==> src/srsw_pkg.sv <==
`default_nettype none
// ----------------------------------------------------------------------------
// srsw_pkg
// Shared constants, state encoding and controller/datapath interface types
// for the selective-repeat sender window.
// ----------------------------------------------------------------------------
package srsw_pkg;

   localparam int WINDOW_DEFAULT = 8;
   localparam int SEQ_W          = 16;
   localparam int TICK_W         = 32;
   localparam int DELAY_W        = 16;

   localparam logic [DELAY_W-1:0] DELAY_RESET = 16'd4;

   // request kinds carried on req_tuser
   localparam logic REQ_TICK = 1'b0;
   localparam logic REQ_ACK  = 1'b1;

   // send reasons carried on rsp_tuser
   localparam logic REASON_TIMEOUT = 1'b0;
   localparam logic REASON_NEW     = 1'b1;

   typedef enum logic [2:0] {
      ST_IDLE,
      ST_TICK_RD,
      ST_TICK_CHK,
      ST_ACK_MARK,
      ST_SLIDE,
      ST_FLUSH
   } state_type;

   typedef struct packed {
      logic accept;     // latch request, start a scan at the window base
      logic tick_step;  // check one slot for timeout, advance
      logic ack_mark;   // mark the acknowledged slot
      logic slide_step; // pass one acked slot, send the packet a window ahead
      logic commit;     // move the window base to the scan position
      logic flush;      // hand the held result out as the final one
   } cmd_type;

   typedef struct packed {
      logic req_is_tick;
      logic in_window;
      logic tick_hit;
      logic slide_hit;
      logic last_step;
      logic pend_valid;
      logic out_free;
   } status_type;

endpackage
`default_nettype wire

==> src/srsw_ram.sv <==
`default_nettype none
// ----------------------------------------------------------------------------
// srsw_ram
// Generic single-write, single-read memory with a registered read port.
// ----------------------------------------------------------------------------
module srsw_ram #(
   parameter int WIDTH = 32,
   parameter int DEPTH = 16
) (
   input  wire logic                     clock,
   input  wire logic                     wr_en,
   input  wire logic [$clog2(DEPTH)-1:0] wr_addr,
   input  wire logic [WIDTH-1:0]         wr_data,
   input  wire logic [$clog2(DEPTH)-1:0] rd_addr,
   output logic      [WIDTH-1:0]         rd_data
);

   logic [WIDTH-1:0] mem [DEPTH];

   always_ff @(posedge clock) begin
      if (wr_en) begin
         mem[wr_addr] <= wr_data;
      end
      rd_data <= mem[rd_addr];
   end

endmodule
`default_nettype wire

==> src/srsw_ctrl.sv <==
`default_nettype none
// ----------------------------------------------------------------------------
// srsw_ctrl
// Sequencer: walks a tick or an acknowledgement through the window scan and
// hands the last held result out before taking the next request.
// ----------------------------------------------------------------------------
module srsw_ctrl (
   input  wire logic                 clock,
   input  wire logic                 reset,
   input  wire logic                 req_tvalid,
   output logic                      req_tready,
   input  wire srsw_pkg::status_type status,
   output srsw_pkg::cmd_type         cmd
);

   import srsw_pkg::*;

   state_type state_ff;
   state_type state_in;

   always_ff @(posedge clock) begin
      if (reset) begin
         state_ff <= ST_IDLE;
      end else begin
         state_ff <= state_in;
      end
   end

   always_comb begin
      state_in   = state_ff;
      cmd        = '0;
      req_tready = 1'b0;
      unique case (state_ff)
         ST_IDLE: begin
            req_tready = 1'b1;
            if (req_tvalid) begin
               cmd.accept = 1'b1;
               state_in   = status.req_is_tick ? ST_TICK_RD : ST_ACK_MARK;
            end
         end
         ST_TICK_RD: begin
            state_in = ST_TICK_CHK;
         end
         ST_TICK_CHK: begin
            // hold while a new hit would need the busy output register
            if (!(status.tick_hit && status.pend_valid && !status.out_free)) begin
               cmd.tick_step = 1'b1;
               state_in      = status.last_step ? ST_FLUSH : ST_TICK_RD;
            end
         end
         ST_ACK_MARK: begin
            if (status.in_window) begin
               cmd.ack_mark = 1'b1;
               state_in     = ST_SLIDE;
            end else begin
               state_in = ST_IDLE;
            end
         end
         ST_SLIDE: begin
            if (!status.slide_hit) begin
               cmd.commit = 1'b1;
               state_in   = ST_FLUSH;
            end else if (status.out_free || !status.pend_valid) begin
               cmd.slide_step = 1'b1;
               if (status.last_step) begin
                  cmd.commit = 1'b1;
                  state_in   = ST_FLUSH;
               end
            end
         end
         ST_FLUSH: begin
            if (!status.pend_valid) begin
               state_in = ST_IDLE;
            end else if (status.out_free) begin
               cmd.flush = 1'b1;
               state_in  = ST_IDLE;
            end
         end
         default: begin
            state_in = ST_IDLE;
         end
      endcase
   end

endmodule
`default_nettype wire

==> src/srsw_datapath.sv <==
`default_nettype none
// ----------------------------------------------------------------------------
// srsw_datapath
// Window state, slot flags, deadline memory, scan position, held result and
// output register.
// ----------------------------------------------------------------------------
module srsw_datapath #(
   parameter int WINDOW = srsw_pkg::WINDOW_DEFAULT
) (
   input  wire logic                          clock,
   input  wire logic                          reset,
   input  wire logic [srsw_pkg::SEQ_W-1:0]    req_tdata,
   input  wire logic                          req_tuser,
   output logic      [srsw_pkg::SEQ_W-1:0]    rsp_tdata,
   output logic                               rsp_tuser,
   output logic                               rsp_tlast,
   output logic                               rsp_tvalid,
   input  wire logic                          rsp_tready,
   input  wire logic                          csr_wr_en,
   input  wire logic [srsw_pkg::DELAY_W-1:0]  csr_wr_data,
   input  wire srsw_pkg::cmd_type             cmd,
   output srsw_pkg::status_type               status
);

   import srsw_pkg::*;

   localparam int SLOTS  = 2 * WINDOW;
   localparam int SLOT_W = $clog2(SLOTS);
   localparam int IDX_W  = (WINDOW > 1) ? $clog2(WINDOW) : 1;

   localparam logic [SLOT_W:0]    SLOTS_WIDE = (SLOT_W + 1)'(SLOTS);
   localparam logic [SLOT_W:0]    WIN_WIDE   = (SLOT_W + 1)'(WINDOW);
   localparam logic [SEQ_W-1:0]   WIN_SEQ    = SEQ_W'(WINDOW);
   localparam logic [SLOT_W-1:0]  SLOT_LAST  = SLOT_W'(SLOTS - 1);
   localparam logic [IDX_W-1:0]   IDX_LAST   = IDX_W'(WINDOW - 1);

   // architectural state
   logic [SEQ_W-1:0]   base_ff,      base_in;
   logic [SLOT_W-1:0]  base_slot_ff, base_slot_in;
   logic [TICK_W-1:0]  tick_ff,      tick_in;
   logic [DELAY_W-1:0] delay_ff,     delay_in;
   logic [SLOTS-1:0]   acked_ff,     acked_in;
   logic [SLOTS-1:0]   dl_valid_ff,  dl_valid_in;

   // scan
   logic [SEQ_W-1:0]   scan_seq_ff,  scan_seq_in;
   logic [SLOT_W-1:0]  scan_slot_ff, scan_slot_in;
   logic [IDX_W-1:0]   idx_ff,       idx_in;
   logic [SEQ_W-1:0]   ack_ff,       ack_in;
   logic               rd_valid_ff;

   // held result and output register
   logic               pend_valid_ff,  pend_valid_in;
   logic [SEQ_W-1:0]   pend_seq_ff,    pend_seq_in;
   logic               pend_reason_ff, pend_reason_in;
   logic               out_valid_ff,   out_valid_in;
   logic [SEQ_W-1:0]   out_seq_ff,     out_seq_in;
   logic               out_reason_ff,  out_reason_in;
   logic               out_last_ff,    out_last_in;

   // deadline memory
   logic               wr_en;
   logic [SLOT_W-1:0]  wr_addr;
   logic [TICK_W-1:0]  wr_data;
   logic [TICK_W-1:0]  rd_data;
   logic [TICK_W-1:0]  deadline;
   logic [TICK_W-1:0]  age;

   // slot arithmetic
   logic [SEQ_W-1:0]   ack_off;
   logic [SLOT_W:0]    ack_sum;
   logic [SLOT_W-1:0]  ack_slot;
   logic [SEQ_W-1:0]   nxt_seq;
   logic [SLOT_W:0]    nxt_sum;
   logic [SLOT_W-1:0]  nxt_slot;
   logic [SLOT_W-1:0]  step_slot;

   logic               emit_tick;
   logic               emit_slide;
   logic               emit;
   logic               push;
   logic               out_free;
   logic               advance;

   srsw_ram #(
      .WIDTH (TICK_W),
      .DEPTH (SLOTS)
   ) u_deadline_ram (
      .clock   (clock),
      .wr_en   (wr_en),
      .wr_addr (wr_addr),
      .wr_data (wr_data),
      .rd_addr (scan_slot_ff),
      .rd_data (rd_data)
   );

   always_comb begin
      // slot of the acked number: below the base means it wrapped past zero
      ack_off = ack_ff - base_ff;
      ack_sum = {1'b0, base_slot_ff} + ack_off[SLOT_W:0];
      if (ack_ff < base_ff) begin
         ack_slot = ack_ff[SLOT_W-1:0];
      end else if (ack_sum >= SLOTS_WIDE) begin
         ack_slot = SLOT_W'(ack_sum - SLOTS_WIDE);
      end else begin
         ack_slot = ack_sum[SLOT_W-1:0];
      end

      // slot of the packet one window ahead of the scan position
      nxt_seq = scan_seq_ff + WIN_SEQ;
      nxt_sum = {1'b0, scan_slot_ff} + WIN_WIDE;
      if (nxt_seq < scan_seq_ff) begin
         nxt_slot = nxt_seq[SLOT_W-1:0];
      end else if (nxt_sum >= SLOTS_WIDE) begin
         nxt_slot = SLOT_W'(nxt_sum - SLOTS_WIDE);
      end else begin
         nxt_slot = nxt_sum[SLOT_W-1:0];
      end

      // slot of scan_seq + 1
      if (scan_seq_ff == '1 || scan_slot_ff == SLOT_LAST) begin
         step_slot = '0;
      end else begin
         step_slot = scan_slot_ff + 1'b1;
      end

      deadline = rd_valid_ff ? rd_data : '0;
      age      = tick_ff - deadline;
   end

   assign out_free = !out_valid_ff || rsp_tready;

   always_comb begin
      status.req_is_tick = (req_tuser == REQ_TICK);
      status.in_window   = (ack_off < WIN_SEQ);
      status.tick_hit    = !acked_ff[scan_slot_ff] && !age[TICK_W-1];
      status.slide_hit   = acked_ff[scan_slot_ff];
      status.last_step   = (idx_ff == IDX_LAST);
      status.pend_valid  = pend_valid_ff;
      status.out_free    = out_free;
   end

   assign emit_tick  = cmd.tick_step && status.tick_hit;
   assign emit_slide = cmd.slide_step && status.slide_hit;
   assign emit       = emit_tick || emit_slide;
   assign push       = (emit && pend_valid_ff) || cmd.flush;
   assign advance    = cmd.tick_step || emit_slide;

   always_comb begin
      base_in      = base_ff;
      base_slot_in = base_slot_ff;
      tick_in      = tick_ff;
      delay_in     = csr_wr_en ? csr_wr_data : delay_ff;
      acked_in     = acked_ff;
      dl_valid_in  = dl_valid_ff;
      scan_seq_in  = scan_seq_ff;
      scan_slot_in = scan_slot_ff;
      idx_in       = idx_ff;
      ack_in       = ack_ff;
      wr_en        = 1'b0;
      wr_addr      = scan_slot_ff;
      wr_data      = tick_ff + {{(TICK_W - DELAY_W){1'b0}}, delay_ff};

      if (cmd.accept) begin
         ack_in       = req_tdata;
         scan_seq_in  = base_ff;
         scan_slot_in = base_slot_ff;
         idx_in       = '0;
         if (req_tuser == REQ_TICK) begin
            tick_in = tick_ff + 1'b1;
         end
      end

      if (cmd.ack_mark) begin
         acked_in[ack_slot] = 1'b1;
      end

      if (emit_tick) begin
         wr_en = 1'b1;
      end

      if (emit_slide) begin
         wr_en              = 1'b1;
         wr_addr            = nxt_slot;
         acked_in[nxt_slot] = 1'b0;
      end

      if (wr_en) begin
         dl_valid_in[wr_addr] = 1'b1;
      end

      if (advance) begin
         scan_seq_in  = scan_seq_ff + 1'b1;
         scan_slot_in = step_slot;
         idx_in       = idx_ff + 1'b1;
      end

      if (cmd.commit) begin
         base_in      = scan_seq_in;
         base_slot_in = scan_slot_in;
      end
   end

   always_comb begin
      pend_valid_in  = pend_valid_ff;
      pend_seq_in    = pend_seq_ff;
      pend_reason_in = pend_reason_ff;
      out_seq_in     = out_seq_ff;
      out_reason_in  = out_reason_ff;
      out_last_in    = out_last_ff;
      out_valid_in   = out_valid_ff && !rsp_tready;

      // hold each hit back one step so the final one can carry the last flag
      if (push) begin
         out_valid_in  = 1'b1;
         out_seq_in    = pend_seq_ff;
         out_reason_in = pend_reason_ff;
         out_last_in   = cmd.flush;
      end

      if (emit) begin
         pend_valid_in  = 1'b1;
         pend_seq_in    = emit_slide ? nxt_seq : scan_seq_ff;
         pend_reason_in = emit_slide ? REASON_NEW : REASON_TIMEOUT;
      end else if (cmd.flush) begin
         pend_valid_in = 1'b0;
      end
   end

   always_ff @(posedge clock) begin
      if (reset) begin
         base_ff       <= '0;
         base_slot_ff  <= '0;
         tick_ff       <= '0;
         delay_ff      <= DELAY_RESET;
         acked_ff      <= '0;
         dl_valid_ff   <= '0;
         pend_valid_ff <= 1'b0;
         out_valid_ff  <= 1'b0;
      end else begin
         base_ff       <= base_in;
         base_slot_ff  <= base_slot_in;
         tick_ff       <= tick_in;
         delay_ff      <= delay_in;
         acked_ff      <= acked_in;
         dl_valid_ff   <= dl_valid_in;
         pend_valid_ff <= pend_valid_in;
         out_valid_ff  <= out_valid_in;
      end
   end

   always_ff @(posedge clock) begin
      scan_seq_ff    <= scan_seq_in;
      scan_slot_ff   <= scan_slot_in;
      idx_ff         <= idx_in;
      ack_ff         <= ack_in;
      rd_valid_ff    <= dl_valid_ff[scan_slot_ff];
      pend_seq_ff    <= pend_seq_in;
      pend_reason_ff <= pend_reason_in;
      out_seq_ff     <= out_seq_in;
      out_reason_ff  <= out_reason_in;
      out_last_ff    <= out_last_in;
   end

   assign rsp_tvalid = out_valid_ff;
   assign rsp_tdata  = out_seq_ff;
   assign rsp_tuser  = out_reason_ff;
   assign rsp_tlast  = out_last_ff;

endmodule
`default_nettype wire

==> src/selective_repeat_sender_window.sv <==
`default_nettype none
// Sequence: a tick makes one memory read and one check per window slot, then
//   hands out the held result; an acknowledgement outside the window returns to idle,
//   and one inside it marks its slot and slides the window over leading acked slots.
// Throughput: one request at a time; results drain through an output register.
// Reset: synchronous; clears slot flags, deadline-valid flags, window base, tick count and
//   sets the retransmit delay to 4.
// ----------------------------------------------------------------------------
// selective_repeat_sender_window
// Sender window of a selective-repeat ARQ: timeout retransmission on ticks,
// window slide and new packets on acknowledgements.
// ----------------------------------------------------------------------------
module selective_repeat_sender_window #(
   parameter int WINDOW = srsw_pkg::WINDOW_DEFAULT
) (
   input  wire logic                          clock,
   input  wire logic                          reset,
   input  wire logic                          req_tvalid,
   output logic                               req_tready,
   input  wire logic [srsw_pkg::SEQ_W-1:0]    req_tdata,   // [15:0] ack_number
   input  wire logic                          req_tuser,   // [0] req_type
   output logic                               rsp_tvalid,
   input  wire logic                          rsp_tready,
   output logic      [srsw_pkg::SEQ_W-1:0]    rsp_tdata,   // [15:0] send_seq
   output logic                               rsp_tuser,   // [0] send_reason
   output logic                               rsp_tlast,
   input  wire logic                          csr_wr_en,
   input  wire logic [srsw_pkg::DELAY_W-1:0]  csr_wr_data  // retransmit_delay
);

   import srsw_pkg::*;

   cmd_type    cmd;
   status_type status;

   srsw_ctrl u_ctrl (
      .clock      (clock),
      .reset      (reset),
      .req_tvalid (req_tvalid),
      .req_tready (req_tready),
      .status     (status),
      .cmd        (cmd)
   );

   srsw_datapath #(
      .WINDOW (WINDOW)
   ) u_datapath (
      .clock       (clock),
      .reset       (reset),
      .req_tdata   (req_tdata),
      .req_tuser   (req_tuser),
      .rsp_tdata   (rsp_tdata),
      .rsp_tuser   (rsp_tuser),
      .rsp_tlast   (rsp_tlast),
      .rsp_tvalid  (rsp_tvalid),
      .rsp_tready  (rsp_tready),
      .csr_wr_en   (csr_wr_en),
      .csr_wr_data (csr_wr_data),
      .cmd         (cmd),
      .status      (status)
   );

endmodule
`default_nettype wire

==> config.mk <==
export PLATFORM = sky130hd
export DESIGN_NAME = selective_repeat_sender_window
export DESIGN_NICKNAME = d
export VERILOG_FILES = /design/src/srsw_pkg.sv /design/src/srsw_ram.sv /design/src/srsw_ctrl.sv /design/src/srsw_datapath.sv /design/src/selective_repeat_sender_window.sv
export SDC_FILE = /design/constraint.sdc
export NUM_CORES = 1
export LEC_CHECK = 0
export ABC_AREA = 1
export BUFFER_PORTS_ARGS = -buffer_cell sky130_fd_sc_hd__buf_2
export CAP_MARGIN = 20
export CORE_UTILIZATION = 50
export CTS_CLUSTER_DIAMETER = 200
export DETAILED_ROUTE_END_ITERATION = 6
export MAX_ROUTING_LAYER = met4
export PLACE_DENSITY = 0.65
export SYNTH_ARGS = -nofsm -noshare
export SYNTH_HDL_FRONTEND = slang
export SYNTH_SLANG_ARGS = --single-unit
==> constraint.sdc <==
create_clock -name clock -period 5.3 [get_ports clock]
set_clock_uncertainty 0.05 [all_clocks]
set_input_delay 0.265 -clock clock [delete_from_list [all_inputs] [get_ports clock]]
set_output_delay 0.265 -clock clock [all_outputs]
set_load 0.02 [all_outputs]
==> flow_summary.json, run 1 <==
{
  "status": "finished clean",
  "fin_crit_ns": 4.30,
  "synth_cells": 3073,
  "core_um2": 63100,
  "vias": 23506,
  "place_inst": 3885,
  "cp_max_fo": 32,
  "synthesis.area_um2": 31900,
  "swShare_pct": 36.2,
  "power_frac_comb_pct": 30.4,
  "p_int_uw": 11400,
  "crit_path_frequent_cell": "nand2_1",
  "ys_seq_area_share_pct": 63.2,
  "grt_setup_unrepaired": "no",
  "drtIter0Drc": 2553,
  "grt_pass1_vias": 22776,
  "post-route-drc-count": 0,
  "critPathBufInv": 3,
  "initial_core_util_pct": 50.6,
  "htree_levels": 3,
  "path_clk_slew_ns": 0.06,
  "avgRoutedWirePerCell_um": 21.5,
  "synth_top_area_cell": "edfxtp_1",
  "relSlewSlack_pct": 4.94,
  "cp.required_ns": 5.50,
  "hold_viol_final": 0,
  "grt_first_pass_wirelength_um": 134000,
  "synth_top_area_share_pct": 53.3,
  "areaGrowthSynthToFinish_pct": 13.4,
  "powerDensity_nw_per_um2": 493,
  "nNetsFinal": 3275,
  "numCtsBuffers": 76,
  "setup_violations": 0,
  "synth_cell_types": 53,
  "seqPwrFrac_pct": 38.6,
  "die_w_um": 255,
  "portBuffers": 57,
  "grt_overflow": 0,
  "filler_cell_count": 5344,
  "synth_top_family_by_area": "simple AND/OR/NAND/NOR gates",
  "p_leak_uw": 0.0137,
  "final_cells": 4067,
  "cts_setup_buffers": 0,
  "cp-start-kind": "flip-flop",
  "cpMaxStageDelayCell": "inv_2",
  "synth_area_leaders": "edfxtp_1 (53%), dfxtp_1 (9.9%), nand2_1 (7.4%)",
  "synthXorXnorAreaFrac_pct": 1.92,
  "synth_most_common_cell": "nand2_1",
  "muxShareOfSynthArea_pct": 0,
  "die_h_um": 255,
  "synth_fa_ha_area_share_pct": 3.21,
  "cap_violations": 0,
  "drive_above_1_share_pct": 9.81,
  "fmax_mhz": 233,
  "switchingPower_uw": 6460,
  "clkSinkCount": 724,
  "dp_hpwl_um": 53800,
  "period_share_pct": 81.1,
  "yosys_register_bits": 724,
  "drt_pass1_iterations": 6,
  "ir_worst_vdd_mv": 0.367,
  "track_usage_pct": 28.3,
  "yosys_warnings": 0,
  "crit_chain": "inv_1, nor2_1, inv_1, nor4_1, ha_1, xor2_1, nand2_1, nor2_1, nand3_2, nand3_4, nand2_1, nand3_1, nand2_1, nor2_2, nand3_1, inv_2",
  "maxSlewViolCount": 0,
  "cts_tree": "done",
  "worst_pin_slew_ns": 1.43,
  "timing.setup.tns_ns": 0,
  "clock_latency_ns": 0.64,
  "syn-num-nets": 3191,
  "clkPwrFrac_pct": 31.0,
  "yosys.area_share.simple_pct": 16.5,
  "die_area_um2": 64800,
  "wirelength_um": 87600,
  "grt_max_degree": 237,
  "critPathTopFamily": "simple AND/OR/NAND/NOR gates",
  "crit_type": "reg2reg",
  "ant_nets": 0,
  "power_uw": 17800,
  "synth-edff-count": 566,
  "synthFlopType": "edfxtp_1",
  "post_cts_resized": 0,
  "via_per_inst": 5.78,
  "synth_compound_area_share_pct": 10.7,
  "cts_buffer_depth": 3,
  "antenna_found_initial": 1,
  "ioPinCount": 58,
  "num_rows": 92,
  "worst_setup_path_end_kind": "flip-flop",
  "syn_avg_cell_area_um2": 10.4,
  "max_stage_delay_ns": 0.74,
  "globalplace.congestion": 0.937,
  "async_flop_share_pct": 0,
  "holdCritPathClass": "in2reg",
  "cp_data_arrival_time_ns": 4.50,
  "cts_root_buffer": "clkbuf_16",
  "ys_top_cells_by_count": "nand2_1 (628), edfxtp_1 (566), nor2_1 (270)"
}
## kinds of logic (layout without fill, tap and decap cells)
kind of cell               after synthesis  count (layout)
other                                    0               1
adders and majority gates               80              80
DFF                                    724             724
AOI/OAI and AO/OA                      605             605
and+or+nand+nor                       1222            1222
buffers and inverters                  372             519
xor gates and xnor gates                70              70
## layout by cell type, fill, tap and decap left out, drive strengths merged, types with 2 or more instances in the layout
cell type and count:
a21boi 2, nor3b 7, fa 3, o21a 7, xor2 56, dfxtp 158, clkinvlp 3, a21o 3
o221ai 28, inv 226, nand3 187, o31ai 2, nor2 291, o21bai 14, nor3 33, clkbuf 93
edfxtp 566, a21oi 202, o2111ai 2, ha 77, nand2 642, nor4 4, nand4 52, a221oi 37
o211ai 2, o22ai 38, clkinv 38, bufinv 8, a31oi 2, xnor2 14, buf 117, dlygate4sd3 34
o21ai 264, nand3b 4
## layout make-up
class | instances | area, µm² | share of cell area, %
flip-flops and latches | 724 | 20200 | 55.8
multi-input cells | 1977 | 10300 | 28.6
clock buffers | 93 | 2110 | 5.83
repair buffers | 151 | 1110 | 3.07
well taps | 846 | 1060 | 2.93
inverters | 227 | 860 | 2.38
clock inverters | 48 | 514 | 1.42
diodes | 1 | 2.50 | 0.00692
## registers in the layout, summed over array words and instances, names as in the netlist, 16 cells and up
register / count
u_datapath.delay_ff: 16
u_datapath.scan_seq_ff: 16
u_datapath.dl_valid_ff: 16
u_datapath.acked_ff: 16
u_datapath.base_ff: 16
u_datapath.pend_seq_ff: 16
u_datapath.ack_ff: 16
u_datapath.rsp_tdata: 16
u_datapath.u_deadline_ram.mem: 512
u_datapath.u_deadline_ram.rd_data: 32
u_datapath.tick_ff: 32
## metal layers
layer | wire length, µm | up-vias | global-route usage [%]
li1 | - | 10935 | -
met1 | 37200 | 11520 | 36.7
met2 | 42000 | 879 | 45.6
met3 | 5350 | 172 | 3.70
met4 | 3010 | 0 | 10.2
met5 | 0 | - | -
## repair_timing
item,in CTS,in global routing
hold buffers,34,0
endpoints found under the setup margin,0,0
endpoints found under the hold margin,33,0
## path summary, 6_finish.rpt
kind / from / to / slack (ns) / cells after the start
setup / recovery: u_datapath.scan_seq_ff[3]$_DFF_P_ / u_datapath.u_deadline_ram.mem[12][6]$_DFFE_PP_ / 1.00 / 16
hold / removal: csr_wr_en / u_datapath.delay_ff[12]$_SDFFE_PP0P_ / 0.06 / 3
setup reg to reg: u_datapath.scan_seq_ff[3]$_DFF_P_ / u_datapath.u_deadline_ram.mem[12][6]$_DFFE_PP_ / 1.00 / 16
hold reg to reg: u_datapath.pend_seq_ff[10]$_DFFE_PN_ / u_datapath.rsp_tdata[10]$_DFFE_PP_ / 0.37 / 0
## power groups by stage
stage	clock network, µW	logic (µW)	registers (µW)
global route	5820	6000	6910
detailed placement	0	5340	6990
global placement	0	5240	6980
floorplan	0	3820	6790
CTS	5620	5390	6870
finish	5530	5420	6880
## worst min-delay path, cell delays in order
cell     delay (ns)
buf_2          0.19
o21ai_0        0.18
nor2_1         0.04
## stage by stage
stage          utilization (%)  hold WS [ns]  setup WS (ns)  instance area, µm²
3_3_place_gp              52.5         0.353           1.13               33100
3_5_place_dp              52.6         0.355           1.04               33200
2_1_floorplan                -         0.314         0.0807               31900
5_1_grt                   57.3        0.0581          0.591               36200
6_report                  57.3        0.0569           1.00               36200
4_1_cts                   57.3        0.0144           1.04               36100
Note: power is estimated with default switching activity, not from simulation.
==> run 2, diff against run 1 <==
Settings changed: PLACE_DENSITY 0.65 to 0.63.
Clock period 5.3 ns to 4 ns, I/O delays scaled along.
==> flow_summary.json, run 2 (synthesis gave the netlist of run 1 again) <==
{
  "cts_root_buffer": "clkbuf_16",
  "status": "finished clean",
  "regMostFlops": "u_datapath.u_deadline_ram.mem",
  "rrSetupSlack_ns": 0.34,
  "post-route-drc-count": 0,
  "initial_core_util_pct": 50.6,
  "utilization_pct": 57.9,
  "clock_latency_ns": 0.64,
  "cts_setup_buffers": 0,
  "path_clk_slew_ns": 0.06,
  "grt_first_pass_wirelength_um": 132000,
  "cts_buffer_depth": 3,
  "crit_type": "reg2reg",
  "largest_reg_flops": 512,
  "globalRouteMet1Util_pct": 36.0,
  "antenna_found_initial": 0,
  "place_inst": 3903,
  "grt_overflow": 0,
  "track_usage_pct": 27.9,
  "period_share_pct": 91.4,
  "fmax_mhz": 273,
  "htree_levels": 3,
  "grt_setup_unrepaired": "no",
  "p_leak_uw": 0.0139,
  "maxSlewViolCount": 0,
  "via_per_inst": 5.71,
  "grt_pass1_vias": 22570,
  "powerDensity_nw_per_um2": 653,
  "drtIter0Drc": 2129,
  "holdCritPathClass": "in2reg",
  "ir_worst_vdd_mv": 0.435,
  "cts_tree": "done",
  "cp_max_fo": 32,
  "worst_pin_slew_ns": 1.23,
  "areaGrowthSynthToFinish_pct": 14.5,
  "ioPinCount": 58,
  "vias": 23340,
  "num_rows": 92,
  "die_w_um": 255,
  "fin_crit_ns": 3.66,
  "grt_max_degree": 183,
  "final_area_um2": 36500,
  "dp_hpwl_um": 54200,
  "post_dp_cell_area_um2": 33500,
  "setup_violations": 0,
  "die_h_um": 255,
  "numCtsBuffers": 78,
  "final_common_cell": "nand2_1",
  "grt_util_met3_pct": 3.73,
  "core_um2": 63100,
  "largest_registers": "u_datapath.u_deadline_ram.mem (512), u_datapath.tick_ff (32), u_datapath.u_deadline_ram.rd_data (32)",
  "hold_slack_ns": 0.0222,
  "nNetsFinal": 3302,
  "die_area_um2": 64800,
  "cp-start-kind": "flip-flop",
  "timing.setup.tns_ns": 0,
  "avgRoutedWirePerCell_um": 21.2,
  "clkSinkCount": 724,
  "filler_cell_count": 5407,
  "worst_setup_path_end_kind": "flip-flop",
  "drt_pass1_iterations": 5,
  "cp_data_arrival_time_ns": 3.91,
  "hold_viol_final": 0,
  "drive_above_1_share_pct": 9.80,
  "wirelength_um": 86700,
  "portBuffers": 57,
  "met2_usage_pct": 45.2,
  "globalplace.congestion": 0.896,
  "ant_nets": 0,
  "final_cell_mix": "nand2_1 (627), edfxtp_1 (566), nor2_1 (269), o21ai_0 (260), a21oi_1 (202)",
  "cap_violations": 0,
  "busiest_layer": "met2",
  "cp.required_ns": 4.25,
  "relSlewSlack_pct": 17.8,
  "final_cells": 4091
}
-- run 2: cell types whose count changed in the layout (fill, tap and decap cells not counted), moves of 3 or more --
cell | before | now
buf_6 | 3 | 0
buf_12 | 2 | 17
clkbuf_8 | 8 | 5
clkbuf_1 | 6 | 16
clkinv_2 | 20 | 10
dlygate4sd3_1 | 34 | 46
-- run 2: repair_timing --
item                                   4_1_cts  5_1_grt
endpoints found under the hold margin       33        0
resized for setup                            0        3
hold buffers                                46        0
setup endpoints to repair                    0      512
-- run 2: metal layers --
layer,vias up,wire [µm],share of wire (%)
li1,11004,-,-
met1,11416,36900,43
met2,754,41700,48
met3,166,5060,5.8
met4,0,3090,3.6
met5,-,0,0
-- run 2: per-stage QoR --
| step | setup WS (ns) | total power [µW] |
|---|---|---|
| 2_1_floorplan | 0.214 | 14100 |
| 3_3_place_gp | 0.366 | 16500 |
| 3_5_place_dp | 0.200 | 16600 |
| 4_1_cts | 0.197 | 23900 |
| 5_1_grt | 0.0325 | 25100 |
| 6_report | 0.343 | 23900 |
-- run 2: final cells by class --
| type | instances | area (µm²) | share of cell area, % |
|---|---|---|---|
| diodes | 1 | 2.50 | 0.00685 |
| clock buffers | 99 | 2080 | 5.70 |
| clock inverters | 41 | 493 | 1.35 |
| inverters | 227 | 860 | 2.35 |
| multi-input cells | 1977 | 10400 | 28.4 |
| flip-flops and latches | 724 | 20200 | 55.2 |
| well taps | 846 | 1060 | 2.90 |
| repair buffers | 176 | 1510 | 4.12 |
-- run 2: critical path: stages, from the launching register on --
cell	delay (ns)
dfxtp_1	0.46
inv_1	0.09
nor2_1	0.15
inv_1	0.11
nor4_2	0.29
ha_1	0.31
xor2_1	0.16
nand2_1	0.10
nor2_2	0.17
nand2_2	0.17
nand3_4	0.16
nand2_1	0.08
nand3_1	0.09
nand2_1	0.12
nor2_2	0.26
nand3_1	0.17
inv_2	0.11
buf_12	0.26
-- run 2: report_power, final --
part	internal, µW	total, µW	switching (µW)
Clock	4290	7270	2980
Combinational	2140	7520	5390
Sequential	8680	9080	402
-- run 2: worst paths after layout --
| kind | cells after the start | to | start |
|---|---|---|---|
| max | 17 | u_datapath.u_deadline_ram.mem[1][2]$_DFFE_PP_ | u_datapath.scan_seq_ff[3]$_DFF_P_ |
| min | 4 | u_datapath.tick_ff[0]$_SDFFE_PP0P_ | req_tuser |
| max reg2reg | 17 | u_datapath.u_deadline_ram.mem[1][2]$_DFFE_PP_ | u_datapath.scan_seq_ff[3]$_DFF_P_ |
| min reg2reg | 0 | u_datapath.rsp_tdata[4]$_DFFE_PP_ | u_datapath.pend_seq_ff[4]$_DFFE_PN_ |
